$ cat config.mk
export PLATFORM = sky130hd
export DESIGN_NAME = packed_command_unpacker
export DESIGN_NICKNAME = d
export VERILOG_FILES = /design/src/rtl/core/pcu_pkg.sv /design/src/rtl/core/packed_command_unpacker.sv
export SDC_FILE = /design/constraint.sdc
export NUM_CORES = 1
export LEC_CHECK = 0
export CAP_MARGIN = 20
export CORE_MARGIN = 2
export CORE_UTILIZATION = 57
export CTS_CLUSTER_SIZE = 30
export DETAILED_ROUTE_END_ITERATION = 10
export DONT_BUFFER_PORTS = 1
export GPL_ROUTABILITY_DRIVEN = 0
export PLACE_DENSITY = 0.75
export SLEW_MARGIN = 25
export SYNTH_ARGS = -nofsm -noshare
export SYNTH_HDL_FRONTEND = slang
export SYNTH_SLANG_ARGS = --single-unit
export TNS_END_PERCENT = 5
$ cat constraint.sdc
create_clock -name clk -period 3.7 [get_ports clk]
set_clock_uncertainty 0.1 [all_clocks]
set_input_delay 0.555 -clock clk [delete_from_list [all_inputs] [get_ports clk]]
set_output_delay 0.555 -clock clk [all_outputs]
set_load 0.005 [all_outputs]
$ cat src/rtl/core/pcu_pkg.sv
`timescale 1ns / 1ps
// shared types and the parameter count rom of the packed command unpacker
// no dependencies

package pcu_pkg;

    localparam int WordWidth  = 32;
    localparam int CmdWidth   = 8;
    localparam int CountWidth = 6;

    typedef enum logic [0:0] {
        PCU_IDLE  = 1'b0,
        PCU_DRAIN = 1'b1
    } pcu_state_t;

    // number of parameter words each command byte takes
    function automatic logic [CountWidth-1:0] cmd_arg_count(input logic [CmdWidth-1:0] cmd);
        logic [CountWidth-1:0] cnt;
        case (cmd) inside
            8'h10, 8'h12, 8'h13, 8'h14:    cnt = 6'd1;
            8'h16, 8'h18:                  cnt = 6'd16;
            8'h17, 8'h19:                  cnt = 6'd12;
            8'h1A:                         cnt = 6'd9;
            8'h1B, 8'h1C:                  cnt = 6'd3;
            8'h23:                         cnt = 6'd2;
            [8'h20:8'h2B]:                 cnt = 6'd1;
            [8'h30:8'h33]:                 cnt = 6'd1;
            8'h34:                         cnt = 6'd32;
            8'h40, 8'h50, 8'h60, 8'h72:    cnt = 6'd1;
            8'h70:                         cnt = 6'd3;
            8'h71:                         cnt = 6'd2;
            default:                       cnt = 6'd0;
        endcase
        return cnt;
    endfunction

endpackage

$ cat src/rtl/core/packed_command_unpacker.sv
`timescale 1ns / 1ps
// packed command unpacker: splits packed command words into command/argument results
// depends on pcu_pkg (state type, parameter count rom)
//
//  channel  | handshake                  | payload
//  ---------+----------------------------+----------------------------------
//  input    | word_valid / word_ready    | word[31:0]
//  result   | result_valid / result_ready| command[7:0], argument[31:0],
//           |                            | last_of_run
//
// a word is taken while idle, then its results leave one per cycle as the
// held command word shifts down one byte per emitted command; a word
// releases up to 4 results, and no new word is taken until the last is emitted.
// the single output register sets the pace; a stalled result holds the drain.
// reset clears the held command word, the counter and the output valid.

module packed_command_unpacker (
    input  logic        clk,
    input  logic        rst_n,
    input  logic        word_valid,
    output logic        word_ready,
    input  logic [31:0] word,
    output logic        result_valid,
    input  logic        result_ready,
    output logic [7:0]  command,
    output logic [31:0] argument,
    output logic        last_of_run
);

    pcu_pkg::pcu_state_t state_reg, state_next;

    logic [pcu_pkg::WordWidth-1:0]  packed_reg;
    logic [pcu_pkg::WordWidth-1:0]  hold_reg;
    logic                           pending_reg;
    logic [pcu_pkg::CountWidth-1:0] taken_reg;

    logic                           result_valid_reg;
    logic [pcu_pkg::CmdWidth-1:0]   command_reg;
    logic [pcu_pkg::WordWidth-1:0]  argument_reg;
    logic                           last_reg;

    logic                           word_acc;
    logic [pcu_pkg::CmdWidth-1:0]   cmd_low;
    logic [pcu_pkg::CountWidth-1:0] cnt_low;
    logic [pcu_pkg::CountWidth-1:0] taken_inc;
    logic                           param_done;
    logic                           slot_free;
    logic                           emit_param;
    logic                           emit_zero;
    logic                           emit;
    logic                           shift_en;
    logic                           no_work;
    logic [pcu_pkg::WordWidth-1:0]  packed_after;
    logic                           run_end;

    // datapath decode
    always_comb
    begin
        cmd_low      = packed_reg[pcu_pkg::CmdWidth-1:0];
        cnt_low      = pcu_pkg::cmd_arg_count(cmd_low);
        taken_inc    = taken_reg + 6'd1;
        param_done   = (taken_inc == cnt_low);
        slot_free    = !result_valid_reg || result_ready;
        no_work      = !pending_reg && ((packed_reg == '0) || (cnt_low != '0));
        emit_param   = (state_reg == pcu_pkg::PCU_DRAIN) && pending_reg && slot_free;
        emit_zero    = (state_reg == pcu_pkg::PCU_DRAIN) && !pending_reg && !no_work
                       && slot_free;
        emit         = emit_param || emit_zero;
        shift_en     = emit_zero || (emit_param && param_done);
        packed_after = shift_en ? {8'h00, packed_reg[pcu_pkg::WordWidth-1:pcu_pkg::CmdWidth]}
                                : packed_reg;
        // the run ends when nothing is held or the next command waits for parameters
        run_end      = (packed_after == '0)
                       || (pcu_pkg::cmd_arg_count(packed_after[pcu_pkg::CmdWidth-1:0]) != '0);
    end

    // next state
    always_comb
    begin
        state_next = state_reg;
        case (state_reg)
            pcu_pkg::PCU_IDLE:
            begin
                if (word_acc)
                begin
                    state_next = pcu_pkg::PCU_DRAIN;
                end
            end
            pcu_pkg::PCU_DRAIN:
            begin
                if (emit)
                begin
                    state_next = run_end ? pcu_pkg::PCU_IDLE : pcu_pkg::PCU_DRAIN;
                end
                else if (no_work)
                begin
                    state_next = pcu_pkg::PCU_IDLE;
                end
            end
            default:
            begin
                state_next = pcu_pkg::PCU_IDLE;
            end
        endcase
    end

    // outputs
    always_comb
    begin
        word_ready   = (state_reg == pcu_pkg::PCU_IDLE);
        word_acc     = word_valid && word_ready;
        result_valid = result_valid_reg;
        command      = command_reg;
        argument     = argument_reg;
        last_of_run  = last_reg;
    end

    always_ff @(posedge clk or negedge rst_n)
    begin
        if (!rst_n)
        begin
            state_reg        <= pcu_pkg::PCU_IDLE;
            packed_reg       <= '0;
            taken_reg        <= '0;
            pending_reg      <= 1'b0;
            result_valid_reg <= 1'b0;
        end
        else
        begin
            state_reg <= state_next;
            if (word_acc)
            begin
                if (packed_reg == '0)
                begin
                    packed_reg <= word;
                end
                else
                begin
                    pending_reg <= 1'b1;
                end
            end
            else if (emit)
            begin
                packed_reg  <= packed_after;
                pending_reg <= 1'b0;
                if (emit_param)
                begin
                    taken_reg <= param_done ? '0 : taken_inc;
                end
            end
            if (emit)
            begin
                result_valid_reg <= 1'b1;
            end
            else if (result_ready)
            begin
                result_valid_reg <= 1'b0;
            end
        end
    end

    // payload registers
    always_ff @(posedge clk)
    begin
        if (word_acc)
        begin
            hold_reg <= word;
        end
        if (emit)
        begin
            command_reg  <= cmd_low;
            argument_reg <= emit_param ? hold_reg : '0;
            last_reg     <= run_end;
        end
    end

    // an idle block never holds a leading command that needs no parameters
    a_idle_settled: assert property (@(posedge clk) disable iff (!rst_n)
        (state_reg == pcu_pkg::PCU_IDLE && packed_reg != '0)
        |-> (cnt_low != '0))
        else $error("idle with a parameterless command still held");

    // a parameter word never waits while the block is idle
    a_no_pending_idle: assert property (@(posedge clk) disable iff (!rst_n)
        (state_reg == pcu_pkg::PCU_IDLE) |-> !pending_reg)
        else $error("parameter pending while idle");

    // a counted parameter implies a held command
    a_count_has_cmd: assert property (@(posedge clk) disable iff (!rst_n)
        (taken_reg != '0) |-> (packed_reg != '0 && taken_reg < cnt_low))
        else $error("parameter count without a matching held command");

    // the last result of a run returns the block to idle
    a_last_to_idle: assert property (@(posedge clk) disable iff (!rst_n)
        (emit && run_end) |=> (state_reg == pcu_pkg::PCU_IDLE && last_reg))
        else $error("run end did not return to idle");

endmodule
# ---- Word level (Yosys, flattened, before mapping)
# Index checks and enable logic that the tools add are counted.
dict set report op_classes {
  n_lt_le_gt_ge 8
  n_mux 39
  n_eq_ne 41
  bitwise 2
  add_sub_neg 1
  n_reduce_logical 39
}
# operator count
set ops {}
lappend ops {{$eq A8 B5 Y1 const B} 22}
lappend ops {{$mux W32} 4}
lappend ops {{$mux W6} 21}
lappend ops {{$eq A8 B7 Y1 const B} 12}
lappend ops {{$logic_not A32 Y1} 2}
lappend ops {{$eq A8 B6 Y1 const B} 4}
lappend ops {{$ge A8 B6 Y1 const B} 4}
lappend ops {{$le A8 B6 Y1 const B} 4}
lappend ops {{$reduce_or A4 Y1} 4}
lappend ops {{$logic_and A1 B1 Y1} 12}
lappend ops {{$reduce_bool A6 Y1} 2}
lappend ops {{$reduce_or A2 Y1} 6}
lappend ops {{$mux W1} 9}
lappend ops {{$mux W2} 4}
lappend ops {{$add A6 B1 Y6 const B} 1}
lappend ops {{$eq A6 B6 Y1} 1}
lappend ops {{$logic_or A1 B1 Y1} 5}
lappend ops {{$reduce_and A2 Y1} 2}
lappend ops {{$reduce_bool A2 Y1} 2}
lappend ops {{$logic_not A1 Y1} 3}
lappend ops {{$reduce_and A3 Y1} 1}
lappend ops {{$ne A2 B1 Y1 const B} 1}
lappend ops {{$ne A2 B2 Y1 const B} 1}
lappend ops {{$not A1 Y1} 2}
lappend ops {{$pmux W1 S2} 1}
dict set report word_totals {
  elab_cells 139
  reg_bits 114
  output_inout_bits 43
  inputBits 36
}

# ---- Depth between registers and ports, before layout
# Gate-level depths: netlist of run 1.
dict set report logic_depth {
  word_depth 39
  ltp_mapped 10
  depth_no_buf 8
}

# ---- Worst setup path after synthesis of run 1
# No wires, ideal clock.
dict set report synth_timing {
  path_kind {reg-to-reg}
  from {register packed_reg[3] (netlist name)}
  to {register argument_reg, in the netlist argument[0] (enable)}
  synth_period_minus_slack_ns 4.036
  setup_ns 0.441
  t_required_ns 3.159
  t_arrival_ns 3.495
  slack_ns -0.336
  n_path_buf 1
  path_stages_with_launch 8
  cell_sequence {dfrtp_1 -> clkbuf_1 -> or2_2 -> a31o_2 -> a22o_1 -> nor3_1 -> nor2_1 -> nor2_1}
}
dict set report synth_via {
  elab_chain_len 20
  word_cells_on_any_way 50
  classes_between {4 x order compare; 19 x eq/ne; 12 x mux; 15 x reduce/logical}
}
# item line
set synth_lines {}
lappend synth_lines {{from (decl)} packed_command_unpacker.sv:32} ;# logic [pcu_pkg::WordWidth-1:0] packed_reg;
lappend synth_lines {{from (signal assigned)} packed_command_unpacker.sv:135} ;# packed_reg <= word;
lappend synth_lines {{from (signal assigned)} packed_command_unpacker.sv:144} ;# packed_reg <= packed_after;
lappend synth_lines {{$eq A8 B7 Y1} packed_command_unpacker.sv:60} ;# cnt_low = pcu_pkg::cmd_arg_count(cmd_low);
lappend synth_lines {{$mux W2} pcu_pkg.sv:19} ;# case (cmd) inside
lappend synth_lines {{$mux W6 (11 in a row)} pcu_pkg.sv:19}
lappend synth_lines {{$reduce_bool A6 Y1} packed_command_unpacker.sv:64} ;# no_work = !pending_reg && ((packed_reg == '0) || (cnt_low != '0));
lappend synth_lines {{$logic_or A1 B1 Y1 *} packed_command_unpacker.sv:64}
lappend synth_lines {{$logic_and A1 B1 Y1 *} packed_command_unpacker.sv:64}
lappend synth_lines {{$logic_not A1 Y1 *} packed_command_unpacker.sv:66} ;# emit_zero = (state_reg == pcu_pkg::PCU_DRAIN) && !pending_reg && !no_work
lappend synth_lines {{$logic_and A1 B1 Y1 *} packed_command_unpacker.sv:66}
lappend synth_lines {{$logic_and A1 B1 Y1 *} packed_command_unpacker.sv:67} ;# && slot_free;
lappend synth_lines {{$logic_or A1 B1 Y1 *} packed_command_unpacker.sv:68} ;# emit = emit_param || emit_zero;
lappend synth_lines {{named net emit} packed_command_unpacker.sv:50} ;# logic emit;
lappend synth_lines {{to (signal assigned)} packed_command_unpacker.sv:172} ;# argument_reg <= emit_param ? hold_reg : '0;
lappend synth_lines {{to (decl)} packed_command_unpacker.sv:39} ;# logic [pcu_pkg::WordWidth-1:0] argument_reg;
# The timed path passes the listed nets; every way through them passes the cells marked *.
# A chain may end at the register's enable or synchronous reset.

# ---- Final worst setup path of run 1
dict set report layout_timing {
  from {register packed_reg[1] (netlist name)}
  to {register packed_reg[0] (netlist name)}
}
dict set report layout_via {
  elab_chain_len 23
  word_cells_on_any_way 59
  classes_between {4 x order compare; 21 x eq/ne; 15 x mux; 19 x reduce/logical}
}
# item line
set layout_lines {}
lappend layout_lines {{$eq A8 B7 Y1} packed_command_unpacker.sv:60}
lappend layout_lines {{$mux W2} pcu_pkg.sv:19}
lappend layout_lines {{$mux W6 (11 in a row)} pcu_pkg.sv:19}
lappend layout_lines {{$reduce_bool A6 Y1} packed_command_unpacker.sv:64}
lappend layout_lines {{$logic_or A1 B1 Y1} packed_command_unpacker.sv:64}
lappend layout_lines {{$logic_and A1 B1 Y1} packed_command_unpacker.sv:64}
lappend layout_lines {{$logic_not A1 Y1} packed_command_unpacker.sv:66}
lappend layout_lines {{$logic_and A1 B1 Y1} packed_command_unpacker.sv:66}
lappend layout_lines {{$logic_and A1 B1 Y1} packed_command_unpacker.sv:67}
lappend layout_lines {{$logic_or A1 B1 Y1} packed_command_unpacker.sv:69} ;# shift_en = emit_zero || (emit_param && param_done);
lappend layout_lines {{$mux W32} packed_command_unpacker.sv:70} ;# packed_after = shift_en ? {8'h00, packed_reg[pcu_pkg::WordWidth-1:pcu_pkg::CmdWidth]}
lappend layout_lines {{$mux W32} packed_command_unpacker.sv:142} ;# else if (emit)
lappend layout_lines {{$mux W32} packed_command_unpacker.sv:131} ;# if (word_acc)
# Parallel ways exist; a longest one is shown, timed or not. The select of a mux whose other input is x is not followed.

==> results.sh, run 1 <==
export IMPL_numClockSinks=114
export IMPL_rrSetupSlack_ns=0.43
export IMPL_post_route_min_period_ns=3.275
export IMPL_synth_fp_nets=419
export IMPL_synth_area_mm2=0.004986
export IMPL_multi_input_area_mm2=0.001632
export IMPL_firstDrtPassIters=4
export IMPL_setup_viol=0
export IMPL_fillers=587
export IMPL_p_sw_mw=1.810
export IMPL_crit_fanout=25
export IMPL_start_kind="flip-flop"
export IMPL_end_kind="flip-flop"
export IMPL_outcome="finished, final reports clean"
export IMPL_ir_worst_vdd_uv=547.3
export IMPL_grt_overflow=0
export IMPL_grt_use_total_pct=24.13
export IMPL_ys_ff_latch=114
export IMPL_clock_fmax_mhz=305.4
export IMPL_intPower_mw=3.468
export IMPL_hold_class="primary input to flip-flop"
export IMPL_synthArstFlopShare_pct=35.96
export IMPL_final_layout_size_suffix_gt1_share_pct=13.65
export IMPL_grt_pass1_wl_um=17510
export IMPL_cp_arrival_ns=3.61
export IMPL_pwr_share_clk_pct=29.6
export IMPL_initial_core_util_pct=58.02
export IMPL_relSlewSlack_pct=30.43
export IMPL_clock_latency_ns=0.53
export IMPL_ff_latch_area_mm2=0.003218
export IMPL_wl_met3_um=693
export IMPL_place_area_mm2=0.005101
export IMPL_ys_warn_count=0
export IMPL_synth_top_flop_cell="edfxtp_1"
export IMPL_power_density_mw_per_mm2=884.7
export IMPL_criticalPathCategory="flip-flop to flip-flop"
export IMPL_seqPwrFrac_pct=43.4
export IMPL_sw_frac_of_total_pct=34.29
export IMPL_p_comb_share_pct=27.0
export IMPL_drc_errors=0
export IMPL_hold_violations=0
export IMPL_cp_required_ns=4.04
export IMPL_core_region_area_mm2=0.008593
export IMPL_dieHeight_um=97.53
export IMPL_finalSetupTns_ns=0
export IMPL_drtIter0Drc=223
export IMPL_area_delta_synth_final_pct=19.65
export IMPL_portBuffers=0
export IMPL_die_w_um=97.53
export IMPL_root_buffer="clkbuf_8"
export IMPL_grt_max_degree=42
export IMPL_yosysSeqAreaShare_pct=64.54
export IMPL_rows=34
export IMPL_drv_cap=0
export IMPL_wl_per_cell_um=20.80
export IMPL_path_clk_slew_ns=0.06
export IMPL_cts_made_buffers=17
export IMPL_fin_cells=533
export IMPL_die_area_mm2=0.009511
export IMPL_period_share_pct=88.50
export IMPL_final_nets=449
export IMPL_ant_nets=0
export IMPL_h_tree_depth=4
export IMPL_hold_slack_ns=0.02456
export IMPL_n_antenna_cell=0
export IMPL_wl_um=11080
export IMPL_placed_cells=473
export IMPL_avgSynthCellArea_um2=13.05
export IMPL_power_leakage_nw=2.233
export IMPL_synth_edff_count=73
export IMPL_wl_met1_um=4622
export IMPL_dp_hpwl_um=6982
export IMPL_route_met2_wl_um=5607
export IMPL_top_layer="met4"
export IMPL_vias_per_cell=6.383
export IMPL_clockBufferDepth=2
export IMPL_drv_slew=0
export IMPL_vias=3402
export IMPL_worstMarginPinSlew_ns=1.041
export IMPL_rsz0062_at_grt="no"
export IMPL_grt_antenna_before_repair=0
export IMPL_stdcell_area_mm2=0.005966
export IMPL_grt_pass1_vias=3325
export IMPL_ys_types=57
export IMPL_io_pins=79
export IMPL_synth_cells=382
export IMPL_cts_tree="yes"
## routing by layer
layer	global-route usage [%]	vias up
met3	9.065	15
li1	-	1552
met2	39.15	118
met4	9.509	0
met5	0	-
met1	29.40	1717
## final timing paths
path / end / startpoint / cells after the start
hold reg to reg: taken_reg[1] / taken_reg[1] / 2
hold / removal: hold_reg[6] / word[6] / 0
setup reg to reg: packed_reg[0] / packed_reg[1] / 8
setup / recovery: packed_reg[0] / packed_reg[1] / 8
min in group asynchronous: packed_reg[27] / rst_n / 2
max in group asynchronous: packed_reg[0] / rst_n / 2
## power by group through the flow
| stage | sequential (mW) | combinational [mW] | clock [mW] |
|---|---|---|---|
| floorplan | 2.12 | 1.16 | 0 |
| global placement | 2.28 | 1.27 | 0 |
| detailed placement | 2.30 | 1.38 | 0 |
| CTS | 2.28 | 1.41 | 1.58 |
| global route | 2.35 | 1.56 | 1.64 |
| finish | 2.29 | 1.43 | 1.56 |
## worst max-delay path, stage by stage (launching register included)
cell and delay [ns]:
dfrtp_1 0.51, or2_2 0.35, a31o_2 0.25, a22o_1 0.22
nor4b_2 0.91, a31oi_4 0.14, a21boi_4 0.19, buf_4 0.29
a2bb2oi_1 0.21
## cell usage after synthesis, types with 10 or more instances
cell type,n,area (um2)
a2bb2oi_1,22,192.7
and2_1,33,206.5
dfrtp_1,41,1026
a21oi_1,11,55.05
o22ai_1,27,168.9
nand2_1,17,63.81
nand3_1,11,55.05
nor3_1,10,50.05
clkbuf_1,22,82.58
o21ai_0,13,65.06
edfxtp_1,73,2192
nor2_1,13,48.80
## cell families after synthesis
kind of cell / after synthesis / synth area share, %
AND/OR/NAND/NOR: 115 / 13.85
flip-flops: 114 / 64.54
AO/OA/AOI/OAI: 111 / 17.11
buffers and inverters: 34 / 2.911
XOR/XNOR: 4 / 0.7026
multiplexers: 2 / 0.4266
adder cells (fa/ha/maj): 2 / 0.4517
## per-stage QoR
step / setup slack (ns) / power (mW) / util (%)
4_1_cts: 0.4769 / 5.278 / 67.20
6_report: 0.4254 / 5.278 / 69.42
3_5_place_dp: 0.5188 / 3.672 / 59.36
5_1_grt: 0.1169 / 5.560 / 69.42
2_1_floorplan: 0.3450 / 3.281 / -
3_3_place_gp: 0.4965 / 3.559 / 59.04
## cell type report
type	count	area share, %
inverter	8	0.5034
multi-input combinational	234	27.35
sequential	114	53.94
clock buffer	18	7.005
timing repair buffer	37	6.334
tap	108	2.265
clock inverter	14	2.601
## placed cells by master (no fill, tap or decap), drive strengths merged, types with 2 or more instances in the layout
cell         Yosys  routed
o32ai            2       2
nand2b           4       4
a2bb2oi         23      23
and4b            2       2
nand3           11      11
o21ai           13      13
clkinvlp         0       2
dfrtp           41      41
nand3b           2       2
clkbuf          22      18
a22o             4       4
a311oi           9       9
o31ai            2       2
nand2           17      17
or3              2       2
clkinv           0       7
nor2            13      13
a21o             4       4
xnor2            4       4
and3             2       2
a31o             2       2
edfxtp          73      73
or4b             2       2
bufinv           0       2
a21boi           2       2
dlygate4sd3      0      27
and2            33      33
nor4bb           3       3
nand4            2       2
nor4             5       5
buf              4      10
a31oi            5       5
nor3            10      10
o22ai           27      27
a21oi           11      11
nor4b            2       2
inv              8      11
## what timing repair did
action	in CTS	in global routing
resized for setup	0	0
setup buffers	0	0
setup endpoints to repair	0	0
hold endpoints to repair	48	19
hold buffers	9	19
(Power assumes the default switching activity.)
==> run 2, diff against run 1 <==
- CORE_UTILIZATION: 57 -> 50
- PLACE_DENSITY: 0.75 -> 0.68
- REMOVE_ABC_BUFFERS: default -> 1
==> run 2 against run 1 <==
Critical path depth is the same. First-iteration DRC count rose by 12%. Utilization is 10 points lower. Setup slack worse by 0.12 ns. Maximum frequency fell by 3.4%.
==> results.sh, run 2 (synthesized netlist as in run 1, its figures left out) <==
export IMPL_grt_antenna_before_repair=0
export IMPL_stdcell_area_mm2=0.005778
export IMPL_worstMarginPinSlew_ns=0.8633
export IMPL_drc_errors=0
export IMPL_io_pins=79
export IMPL_start_kind="flip-flop"
export IMPL_h_tree_depth=4
export IMPL_final_cell_mix="edfxtp_1 (73), dfrtp_1 (41), and2_1 (33)"
export IMPL_place_area_mm2=0.005135
export IMPL_area_delta_synth_final_pct=15.88
export IMPL_final_layout_size_suffix_gt1_share_pct=14.43
export IMPL_end_kind="flip-flop"
export IMPL_ant_nets=0
export IMPL_outcome="finished, final reports clean"
export IMPL_core_region_area_mm2=0.009729
export IMPL_post_route_min_period_ns=3.391
export IMPL_die_area_mm2=0.01079
export IMPL_clock_fmax_mhz=294.9
export IMPL_period_share_pct=91.64
export IMPL_placed_cells=501
export IMPL_rows=36
export IMPL_use_met1_pct=26.13
export IMPL_cp_arrival_ns=3.72
export IMPL_n_antenna_cell=0
export IMPL_clock_latency_ns=0.52
export IMPL_numClockSinks=114
export IMPL_vias=3206
export IMPL_root_buffer="clkbuf_8"
export IMPL_hold_violations=0
export IMPL_crit_fanout=15
export IMPL_crit_path_top_delay_cell="or4b_1"
export IMPL_hold_class="primary input to flip-flop"
export IMPL_ir_worst_vdd_uv=357.4
export IMPL_grt_use_total_pct=20.05
export IMPL_grt_pass1_vias=3116
export IMPL_die_w_um=103.9
export IMPL_rsz0062_at_grt="no"
export IMPL_wl_um=10240
export IMPL_layout_commonest_cell="edfxtp_1"
export IMPL_path_cells="or4b_1 > or3_1 > and4_4 > a2111oi_4 > a31oi_4 > a21boi_4 > buf_4 > a2bb2oi_1"
export IMPL_grt_overflow=0
export IMPL_initial_core_util_pct=51.25
export IMPL_firstDrtPassIters=4
export IMPL_grt_busiest_layer="met2"
export IMPL_cts_tree="yes"
export IMPL_max_stage_delay_ns=0.56
export IMPL_drv_slew=0
export IMPL_drv_cap=0
export IMPL_dp_hpwl_um=6883
export IMPL_gr_usage_met3_pct=7.456
export IMPL_clockBufferDepth=2
export IMPL_power_density_mw_per_mm2=920.3
export IMPL_relSlewSlack_pct=42.29
export IMPL_cp_required_ns=4.03
export IMPL_use_met2_pct=31.02
export IMPL_vias_per_cell=5.993
export IMPL_criticalPathCategory="flip-flop to flip-flop"
export IMPL_ctsResizeCount=0
export IMPL_drtIter0Drc=250
export IMPL_path_clk_slew_ns=0.06
export IMPL_wl_per_cell_um=19.14
export IMPL_grt_pass1_wl_um=16750
export IMPL_reg2reg_depth=8
export IMPL_final_nets=426
export IMPL_setup_viol=0
export IMPL_whs_path_depth=0
export IMPL_dieHeight_um=103.9
export IMPL_fin_cells=535
export IMPL_grt_max_degree=42
export IMPL_cts_made_buffers=17
export IMPL_power_leakage_nw=2.147
export IMPL_portBuffers=0
==> run 2: cell count changes in the layout (fill, tap and decap cells not counted), sizes merged <==
cell | previous run | this run
clkinvlp | 2 | 3
dlygate4sd3 | 27 | 1
bufinv | 2 | 4
inv | 11 | 9
buf | 10 | 13
clkinv | 7 | 6
==> run 2: metal layers <==
metal	wire length (um)	part of all wire, %
met2	4955	48
met4	97	0.95
met3	713	7.0
met1	4472	44
met5	0	0
==> run 2: layout make-up <==
cell class	instances	area (um2)
fill	745	3951
sequential	114	3218
multi-input combinational	234	1630
clock buffer	18	427.9
clock inverter	14	185.2
tap	133	166.4
timing repair buffer	14	120.1
inverter	8	30.03
==> run 2: timing repair <==
action | CTS | global route
hold buffers | 2 | 0
endpoints found under the hold margin | 41 | 0
setup buffers | 0 | 0
==> run 2: metrics by stage <==
step	hold slack [ns]	utilization (%)	worst slack [ns]	setup TNS [ns]	total power [mW]
after floorplan	0.1594	-	-0.2829	-11.76	3.204
after global placement	0.1606	52.78	0.5311	0	3.592
after detailed placement	0.1606	52.78	0.4156	0	3.642
after CTS	0.005775	59.39	0.3686	0	5.343
after global routing	0.002340	59.39	0.1099	0	5.590
final	0.02245	59.39	0.3092	0	5.317
==> run 2: worst max-delay path, delay by kind of cell, from the launching register on <==
kind / cells / cell delay, ns
AOI/OAI and AO/OA: 4 / 1.18
buffers and inverters: 1 / 0.28
DFF: 1 / 0.53
and+or+nand+nor: 3 / 1.20
==> run 2: final timing paths <==
kind,to,from,slack [ns]
setup / recovery,packed_reg[13],packed_reg[2],0.31
hold / removal,hold_reg[10],word[10],0.02
setup reg to reg,packed_reg[13],packed_reg[2],0.31
hold reg to reg,taken_reg[1],taken_reg[1],0.40
max in group asynchronous,packed_reg[19],rst_n,2.90
min in group asynchronous,taken_reg[2],rst_n,0.38
==> run 2: power by group <==
| group | switching (mW) | leakage (nW) | internal (mW) |
|---|---|---|---|
| Combinational | 0.762 | 0.674 | 0.595 |
| Clock | 0.570 | 0.290 | 1.10 |
| Sequential | 0.409 | 1.18 | 1.88 |
